`src/sv/sti_pkg.sv`:
```
// ----------------------------------------------------------------------------
// sti_pkg
// Types and constants for the sorted breakpoint table interpolator.
// ----------------------------------------------------------------------------
package sti_pkg;

    localparam int DEPTH_DEF = 32;

    typedef enum logic [1:0] {
        MD_LOAD  = 2'd0,
        MD_QUERY = 2'd1,
        MD_CLEAR = 2'd2,
        MD_NONE  = 2'd3
    } t_mode;

    typedef enum logic [1:0] {
        ST_OK    = 2'd0,
        ST_RANGE = 2'd1,
        ST_EMPTY = 2'd2,
        ST_FULL  = 2'd3
    } t_status;

    typedef struct packed {
        t_mode              mode;
        logic signed [15:0] angle;
        logic signed [15:0] lift;
    } t_in;

    typedef struct packed {
        logic signed [15:0] value;
        t_status            status;
    } t_out;

    typedef struct packed {
        logic signed [15:0] angle;
        logic signed [15:0] value;
    } t_entry;

    typedef enum logic [3:0] {
        S_IDLE,
        S_LD_SCAN,
        S_Q_SCAN,
        S_Q_DEN,
        S_Q_DV,
        S_Q_DVN,
        S_Q_DX,
        S_Q_MUL,
        S_Q_DIV,
        S_Q_ADD
    } t_state;

endpackage

```
`src/sv/sorted_table_linear_interpolator_core.sv`:
```
// ----------------------------------------------------------------------------
// sorted_table_linear_interpolator_core
// Breakpoint table kept in ascending angle order, with exact-match lookup and
// linear interpolation between neighbors through one shared adder/subtractor.
// ----------------------------------------------------------------------------
//  channel   ports                      handshake
//  input     i_word (t_in)              taken when start && !busy
//  result    o_result (t_out)           valid for the one cycle strobe is high
//
//  Load: walk down the table through the memory read port, moving each stored
//  entry with a larger angle up one slot. Query: scan the entries in order,
//  then, when interpolating, the difference steps (one more when the value
//  falls), one multiply and a 16-step restoring divide. Clear resets the count.
//  Synchronous active-low reset empties the table; no clearing pass is needed.
//  The result is shown for one cycle and cannot be held off.
// ----------------------------------------------------------------------------
module sorted_table_linear_interpolator_core #(
    parameter int TABLE_DEPTH = sti_pkg::DEPTH_DEF
) (
    input  logic          i_clk,
    input  logic          i_rst_n,
    input  logic          start,
    input  sti_pkg::t_in  i_word,
    output logic          busy,
    output logic          strobe,
    output sti_pkg::t_out o_result
);
    import sti_pkg::*;

    localparam int AW = (TABLE_DEPTH > 1) ? $clog2(TABLE_DEPTH) : 1;
    localparam int CW = $clog2(TABLE_DEPTH + 1);
    localparam logic [CW-1:0] FULL_COUNT = CW'(TABLE_DEPTH);

    t_entry r_mem [TABLE_DEPTH];
    t_entry r_rdata;

    t_state r_state, n_state;
    logic [CW-1:0] r_count, n_count;
    logic [AW-1:0] r_idx, n_idx;
    logic [3:0] r_cnt, n_cnt;
    logic signed [15:0] r_x, n_x;
    logic signed [15:0] r_lift, n_lift;
    logic signed [15:0] r_pa, n_pa;
    logic signed [15:0] r_pv, n_pv;
    logic signed [15:0] r_ca, n_ca;
    logic signed [15:0] r_cv, n_cv;
    logic [15:0] r_den, n_den;
    logic [15:0] r_mag, n_mag;
    logic [15:0] r_dx, n_dx;
    logic r_neg, n_neg;
    logic [15:0] r_rem, n_rem;
    logic [15:0] r_quo, n_quo;
    logic r_strobe, n_strobe;
    t_out r_result, n_result;

    logic [AW-1:0] c_raddr;
    logic c_we;
    logic [AW-1:0] c_waddr;
    t_entry c_wdata;
    logic [17:0] c_sa, c_sb, c_sum;
    logic c_sub;
    logic [16:0] c_trial;
    logic c_accept;

    assign c_accept = start && (r_state == S_IDLE);
    assign c_trial  = {r_rem, r_quo[15]};
    assign c_sum    = c_sub ? (c_sa - c_sb) : (c_sa + c_sb);

    function automatic logic [17:0] sx(input logic signed [15:0] v);
        sx = {{2{v[15]}}, v};
    endfunction

    always_ff @(posedge i_clk) begin
        if (c_we) begin
            r_mem[c_waddr] <= c_wdata;
        end
        r_rdata <= r_mem[c_raddr];
    end

    always_ff @(posedge i_clk) begin
        if (!i_rst_n) begin
            r_state  <= S_IDLE;
            r_count  <= '0;
            r_strobe <= 1'b0;
        end else begin
            r_state  <= n_state;
            r_count  <= n_count;
            r_strobe <= n_strobe;
        end
        r_idx    <= n_idx;
        r_cnt    <= n_cnt;
        r_x      <= n_x;
        r_lift   <= n_lift;
        r_pa     <= n_pa;
        r_pv     <= n_pv;
        r_ca     <= n_ca;
        r_cv     <= n_cv;
        r_den    <= n_den;
        r_mag    <= n_mag;
        r_dx     <= n_dx;
        r_neg    <= n_neg;
        r_rem    <= n_rem;
        r_quo    <= n_quo;
        r_result <= n_result;
    end

    always_comb begin
        n_state  = r_state;
        n_count  = r_count;
        n_idx    = r_idx;
        n_cnt    = r_cnt;
        n_x      = r_x;
        n_lift   = r_lift;
        n_pa     = r_pa;
        n_pv     = r_pv;
        n_ca     = r_ca;
        n_cv     = r_cv;
        n_den    = r_den;
        n_mag    = r_mag;
        n_dx     = r_dx;
        n_neg    = r_neg;
        n_rem    = r_rem;
        n_quo    = r_quo;
        n_strobe = 1'b0;
        n_result = r_result;
        c_raddr  = r_idx;
        c_we     = 1'b0;
        c_waddr  = r_idx;
        c_wdata  = '{angle: r_x, value: r_lift};
        c_sa     = sx(r_x);
        c_sb     = sx(r_rdata.angle);
        c_sub    = 1'b1;

        case (r_state)
            S_IDLE: begin
                if (c_accept) begin
                    n_x      = i_word.angle;
                    n_lift   = i_word.lift;
                    n_result = '{value: '0, status: ST_OK};
                    case (i_word.mode)
                        MD_LOAD: begin
                            c_raddr = r_count[AW-1:0] - AW'(1);
                            n_idx   = r_count[AW-1:0];
                            if (r_count >= FULL_COUNT) begin
                                n_result.status = ST_FULL;
                                n_strobe        = 1'b1;
                            end else begin
                                n_state = S_LD_SCAN;
                            end
                        end
                        MD_QUERY: begin
                            c_raddr = '0;
                            n_idx   = '0;
                            if (r_count == '0) begin
                                n_result.status = ST_EMPTY;
                                n_strobe        = 1'b1;
                            end else begin
                                n_state = S_Q_SCAN;
                            end
                        end
                        MD_CLEAR: begin
                            n_count  = '0;
                            n_strobe = 1'b1;
                        end
                        default: begin
                            n_strobe = 1'b1;
                        end
                    endcase
                end
            end
            S_LD_SCAN: begin
                // shift larger entries up one slot, drop the new pair in the gap
                c_raddr = r_idx - AW'(2);
                if (r_idx == '0 || !c_sum[17]) begin
                    c_we     = 1'b1;
                    n_count  = r_count + CW'(1);
                    n_strobe = 1'b1;
                    n_state  = S_IDLE;
                end else begin
                    c_we    = 1'b1;
                    c_wdata = r_rdata;
                    n_idx   = r_idx - AW'(1);
                end
            end
            S_Q_SCAN: begin
                c_raddr = r_idx + AW'(1);
                if (c_sum == '0) begin
                    n_result.value = r_rdata.value;
                    n_strobe       = 1'b1;
                    n_state        = S_IDLE;
                end else if (c_sum[17]) begin
                    n_ca = r_rdata.angle;
                    n_cv = r_rdata.value;
                    if (r_idx == '0) begin
                        n_result.status = ST_RANGE;
                        n_strobe        = 1'b1;
                        n_state         = S_IDLE;
                    end else begin
                        n_state = S_Q_DEN;
                    end
                end else begin
                    n_pa = r_rdata.angle;
                    n_pv = r_rdata.value;
                    if ({{(CW-AW){1'b0}}, r_idx} == r_count - CW'(1)) begin
                        n_result.status = ST_RANGE;
                        n_strobe        = 1'b1;
                        n_state         = S_IDLE;
                    end else begin
                        n_idx = r_idx + AW'(1);
                    end
                end
            end
            S_Q_DEN: begin
                c_sa    = sx(r_ca);
                c_sb    = sx(r_pa);
                n_den   = c_sum[15:0];
                n_state = S_Q_DV;
            end
            S_Q_DV: begin
                c_sa  = sx(r_cv);
                c_sb  = sx(r_pv);
                n_neg = c_sum[17];
                n_mag = c_sum[15:0];
                n_state = c_sum[17] ? S_Q_DVN : S_Q_DX;
            end
            S_Q_DVN: begin
                c_sa    = sx(r_pv);
                c_sb    = sx(r_cv);
                n_mag   = c_sum[15:0];
                n_state = S_Q_DX;
            end
            S_Q_DX: begin
                c_sa    = sx(r_x);
                c_sb    = sx(r_pa);
                n_dx    = c_sum[15:0];
                n_state = S_Q_MUL;
            end
            S_Q_MUL: begin
                {n_rem, n_quo} = r_dx * r_mag;
                n_cnt   = '0;
                n_state = S_Q_DIV;
            end
            S_Q_DIV: begin
                c_sa  = {1'b0, c_trial};
                c_sb  = {2'b00, r_den};
                n_cnt = r_cnt + 4'd1;
                if (!c_sum[17]) begin
                    n_rem = c_sum[15:0];
                    n_quo = {r_quo[14:0], 1'b1};
                end else begin
                    n_rem = c_trial[15:0];
                    n_quo = {r_quo[14:0], 1'b0};
                end
                if (r_cnt == 4'd15) begin
                    n_state = S_Q_ADD;
                end
            end
            S_Q_ADD: begin
                c_sa           = sx(r_pv);
                c_sb           = {2'b00, r_quo};
                c_sub          = r_neg;
                n_result.value = c_sum[15:0];
                n_strobe       = 1'b1;
                n_state        = S_IDLE;
            end
            default: begin
                n_state = S_IDLE;
            end
        endcase
    end

    assign busy     = (r_state != S_IDLE);
    assign strobe   = r_strobe;
    assign o_result = r_result;

    a_count_bound: assert property (@(posedge i_clk) disable iff (!i_rst_n)
        r_count <= FULL_COUNT)
        else $error("entry count beyond table depth");

    a_progress: assert property (@(posedge i_clk) disable iff (!i_rst_n)
        (start && !busy) |=> (strobe || busy))
        else $error("accepted word neither answered nor in progress");

    a_div_rem: assert property (@(posedge i_clk) disable iff (!i_rst_n)
        (r_state == S_Q_DIV) |-> (r_rem < r_den))
        else $error("divider remainder not below divisor");

    a_full_flag: assert property (@(posedge i_clk) disable iff (!i_rst_n)
        (strobe && o_result.status == ST_FULL) |-> (r_count == FULL_COUNT))
        else $error("full status with room left in table");

endmodule
```
`config.mk`:
```
export PLATFORM = sky130hd
export DESIGN_NAME = sorted_table_linear_interpolator_core
export DESIGN_NICKNAME = d
export VERILOG_FILES = /design/src/sv/sti_pkg.sv /design/src/sv/sorted_table_linear_interpolator_core.sv
export SDC_FILE = /design/constraint.sdc
export NUM_CORES = 2
export LEC_CHECK = 0
export BUFFER_PORTS_ARGS = -buffer_cell sky130_fd_sc_hd__buf_2
export CAP_MARGIN = 0
export CORE_MARGIN = 2
export CORE_UTILIZATION = 46
export CTS_CLUSTER_DIAMETER = 200
export CTS_CLUSTER_SIZE = 20
export DETAILED_ROUTE_END_ITERATION = 10
export GPL_ROUTABILITY_DRIVEN = 1
export RECOVER_POWER = 25
export SLEW_MARGIN = 20
export SYNTH_ARGS = -nofsm -noshare
export SYNTH_HDL_FRONTEND = slang
export SYNTH_SLANG_ARGS = --single-unit
```
`constraint.sdc`:
```
create_clock -name i_clk -period 6.7 [get_ports i_clk]
set_input_delay 0.67 -clock i_clk [delete_from_list [all_inputs] [get_ports i_clk]]
set_output_delay 0.67 -clock i_clk [all_outputs]
set_load 0.01 [all_outputs]
```
==> results.json <==
{
  "outcome": "finished, violations left",
  "violated_checks": "capacitance limit, slew limit",
  "syn-num-nets": 4813,
  "synthSimpleGateAreaFrac_pct": 7.23,
  "synthesis.instances": 4446,
  "grt_use_total_pct": 23.6,
  "cts_max_level": 3,
  "synth_seq_area_share_pct": 61.7,
  "slew_viol_final": 25,
  "dieHeight_um": 369,
  "p_clk_share_pct": 22.9,
  "cts_sinks": 1271,
  "tritoncts": "yes",
  "highest_attainable_clock_frequency_ghz": 0.155,
  "synthesis.area_per_instance_um2": 13.7,
  "routed_via_density": 5.83,
  "gr-total-overflow": 0,
  "share_of_the_synthesized_area_in_compound_gates_ao_oa_aoi_oai_pct": 11.4,
  "clockRootBuffer": "sky130_fd_sc_hd__clkbuf_16",
  "power.share.combinational_pct": 28.9,
  "grtUsageMet2_pct": 38.9,
  "timing.critical_path.to_type": "flip-flop",
  "worst_slew_pin_slew_ns": 1.72,
  "synth_flop_cell": "sky130_fd_sc_hd__edfxtp_1",
  "grt_pass1_vias": 36000,
  "routedWlPerCell_um": 25.5,
  "detail_route.wirelength_um": 161000,
  "worstSetupStartpointType": "flip-flop",
  "synth_mux_area_share_pct": 5.82,
  "fin_nets": 4869,
  "synth.largest_area_cell": "sky130_fd_sc_hd__edfxtp_1",
  "antenna_violations_before_repair": 4,
  "layout_common_cells": "sky130_fd_sc_hd__edfxtp_1 (1228), sky130_fd_sc_hd__a211oi_1 (427), sky130_fd_sc_hd__nand2_1 (295)",
  "die-area_mm2": 0.136,
  "synth_cell_type_count": 80,
  "post_synth_fa_ha_maj_area_fraction_pct": 9.15,
  "regMostFlops": "r_mem",
  "grt_setup_unrepaired": "true",
  "timing.final.hold_violations": 0,
  "route.antenna.remaining_nets": 0,
  "synth-edff-count": 1228,
  "wire_length_of_the_first_global_routing_pass_um": 239000,
  "synthXorXnorAreaFrac_pct": 1.16,
  "hold_path_class": "input pin to flip-flop",
  "dr_total_vias": 36800,
  "numPortBuffers": 56,
  "pwr_density_cell_mw_per_mm2": 304,
  "crit_path_max_fanout": 7,
  "fin_crit_ns": 6.46,
  "gp_congestion": 0.916,
  "final_cells": 6309,
  "placed_cell_count": 6146,
  "clockBufferDepth": 3,
  "tritoncts.num_buffers": 73,
  "layout.cells.most_common": "sky130_fd_sc_hd__edfxtp_1",
  "switching_share_pct": 32.9,
  "largest_register_ffs": 1024,
  "fin_worst_hold_slack_ns": 0.159,
  "post_route_cells_drive_above_1_share_pct": 10.1,
  "global_route.usage.met3_pct": 3.09,
  "timing.final.crit_share_pct": 96.4,
  "dominant_combinational_cell_family_by_area_after_synthesis": "compound AO/OA/AOI/OAI gates",
  "vdd.ir_drop.worst_v": 0.000224,
  "timing.max_slew.rel_slack_pct": -14.7,
  "clk_pin_slew_ns": 0.11,
  "synth-seq-cells": 1271,
  "die_width_um": 369,
  "post-dp-hpwl_um": 98600,
  "asyncSetResetFlopFracSynth_pct": 0,
  "floorplan.core_area_mm2": 0.132,
  "netlist.area_leader.share_pct": 60.3,
  "clk-insertion-delay-late_ns": 0.69,
  "net-switching-power_mw": 6.67,
  "critPathArrivalTime_ns": 6.87,
  "groute.layer.met1.usage_pct": 33.0,
  "placementRows": 133,
  "syn_area_mm2": 0.0611,
  "drtPass1Iterations": 8,
  "clock-skew-final_ns": 0.0411,
  "setup.worst_path.class": "flip-flop to flip-flop",
  "layout-area-overhead-vs-synth_pct": 9.31,
  "critPathRequiredTime_ns": 7.11,
  "max_cap_violations": 1,
  "sequentialPowerShare_pct": 48.2,
  "setup-violations-final": 0,
  "largest_net_degree_at_the_start_of_global_routing": 163,
  "drt_iter0_drc": 3125,
  "ioPinCount": 57,
  "floorplan.initialDensity_pct": 46.4,
  "grt-busiest-layer": "met2",
  "synth.area.top_cells": "sky130_fd_sc_hd__edfxtp_1 (60%), sky130_fd_sc_hd__fa_1 (6.4%), sky130_fd_sc_hd__a211oi_1 (5.3%), sky130_fd_sc_hd__mux2i_1 (4.6%), sky130_fd_sc_hd__ha_1 (2.8%)",
  "remaining_drc_errors": 0,
  "total_leakage_power_nw": 23.2,
  "internal_power_mw": 13.6,
  "yosysWarnings": 0
}
-- cells by family (layout without fill, tap and decap cells) --
kind of cell    after synthesis  after routing
flops                      1271           1271
buf+inv                     557            660
compound gates              994            994
mux                         347            347
fa+ha+maj                   330            330
simple gates                869            869
other cells                   0              5
xor+xnor                     78             78
-- per-layer routing --
| metal | wire, um | vias to the layer above |
|---|---|---|
| li1 | - | 16600 |
| met1 | 70500 | 18900 |
| met2 | 77100 | 1067 |
| met3 | 9310 | 200 |
| met4 | 3810 | 0 |
| met5 | 0 | - |
-- final cells by class --
| class | count | area, um2 |
|---|---|---|
| fillers | 11200 | 64800 |
| multi-input cells | 2618 | 21700 |
| flip-flops and latches | 1271 | 37700 |
| inverters | 276 | 1040 |
| clock buffers | 115 | 1990 |
| well taps | 1755 | 2200 |
| clock inverters | 7 | 90.1 |
| repair buffers | 262 | 2110 |
| diodes | 5 | 12.5 |
-- path summary, 6_finish.rpt --
path | endpoint | slack [ns] | cells after the start | start
setup reg to reg | r_rem[15] | 0.24 | 23 | r_dx[8]
hold reg to reg | r_pa[11] | 0.51 | 0 | r_rdata[27]
hold / removal | r_x[0] | 0.16 | 1 | i_word[16]
setup / recovery | r_rem[15] | 0.24 | 23 | r_dx[8]
-- power by group through the flow --
| stage | Clock, mW | Combinational [mW] | Sequential [mW] |
|---|---|---|---|
| floorplan | 0 | 3.91 | 9.70 |
| global placement | 0 | 5.78 | 9.95 |
| detailed placement | 0 | 5.83 | 9.95 |
| CTS | 4.75 | 5.86 | 9.77 |
| global route | 5.01 | 6.39 | 9.79 |
| finish | 4.65 | 5.86 | 9.78 |
-- cells in the mapped netlist (15+ instances only) --
cell and instances:
sky130_fd_sc_hd__a211oi_1 429, sky130_fd_sc_hd__o21ai_0 60, sky130_fd_sc_hd__a222oi_1 15, sky130_fd_sc_hd__nand3b_1 21
sky130_fd_sc_hd__a22oi_1 15, sky130_fd_sc_hd__a21o_1 51, sky130_fd_sc_hd__buf_1 15, sky130_fd_sc_hd__a21oi_1 197
sky130_fd_sc_hd__nor2_1 119, sky130_fd_sc_hd__mux2i_1 279, sky130_fd_sc_hd__a211o_1 38, sky130_fd_sc_hd__nor2b_1 235
sky130_fd_sc_hd__o211ai_1 38, sky130_fd_sc_hd__nand3_1 21, sky130_fd_sc_hd__inv_1 275, sky130_fd_sc_hd__a22o_1 18
sky130_fd_sc_hd__xnor2_1 44, sky130_fd_sc_hd__clkbuf_1 209, sky130_fd_sc_hd__fa_1 195, sky130_fd_sc_hd__ha_1 135
sky130_fd_sc_hd__xor2_1 32, sky130_fd_sc_hd__nand2_1 295, sky130_fd_sc_hd__a31oi_1 56, sky130_fd_sc_hd__and2_1 91
sky130_fd_sc_hd__buf_2 55, sky130_fd_sc_hd__dfxtp_1 43, sky130_fd_sc_hd__edfxtp_1 1228, sky130_fd_sc_hd__mux2_2 68
sky130_fd_sc_hd__nor3_1 24
-- critical path, stage by stage (launching register included) --
cell and delay, ns:
sky130_fd_sc_hd__edfxtp_1 0.53, sky130_fd_sc_hd__buf_6 0.19, sky130_fd_sc_hd__and2_1 0.16, sky130_fd_sc_hd__fa_1 0.53
sky130_fd_sc_hd__inv_1 0.05, sky130_fd_sc_hd__fa_1 0.53, sky130_fd_sc_hd__inv_1 0.05, sky130_fd_sc_hd__fa_1 0.49
sky130_fd_sc_hd__inv_1 0.06, sky130_fd_sc_hd__fa_1 0.60, sky130_fd_sc_hd__fa_1 0.47, sky130_fd_sc_hd__fa_1 0.52
sky130_fd_sc_hd__inv_2 0.05, sky130_fd_sc_hd__ha_4 0.24, sky130_fd_sc_hd__a21oi_2 0.13, sky130_fd_sc_hd__o21bai_1 0.08
sky130_fd_sc_hd__o31ai_1 0.26, sky130_fd_sc_hd__a31o_2 0.19, sky130_fd_sc_hd__o31ai_2 0.07, sky130_fd_sc_hd__o21a_1 0.20
sky130_fd_sc_hd__o41a_1 0.36, sky130_fd_sc_hd__a31oi_2 0.20, sky130_fd_sc_hd__xnor2_1 0.14, sky130_fd_sc_hd__a21oi_1 0.08
-- per-stage QoR --
step | cell area [um2] | TNS, ns | setup slack [ns] | power (mW) | utilization, %
floorplan | 61100 | 0 | 0.198 | 13.6 | -
global placement | 64400 | 0 | 0.142 | 15.7 | 48.9
detailed placement | 64400 | 0 | 0.109 | 15.8 | 48.9
CTS | 66500 | 0 | 0.0354 | 20.4 | 50.5
global route | 66800 | -0.224 | -0.0496 | 21.2 | 50.8
finish | 66800 | 0 | 0.238 | 20.3 | 50.8
-- timing repair --
item / CTS / global route
buffers inserted: 0 / 35
hold buffers: 0 / 0
endpoints found under the setup margin: 0 / 10
gates resized for setup: 0 / 21
Power figures use the tool's default switching activity.
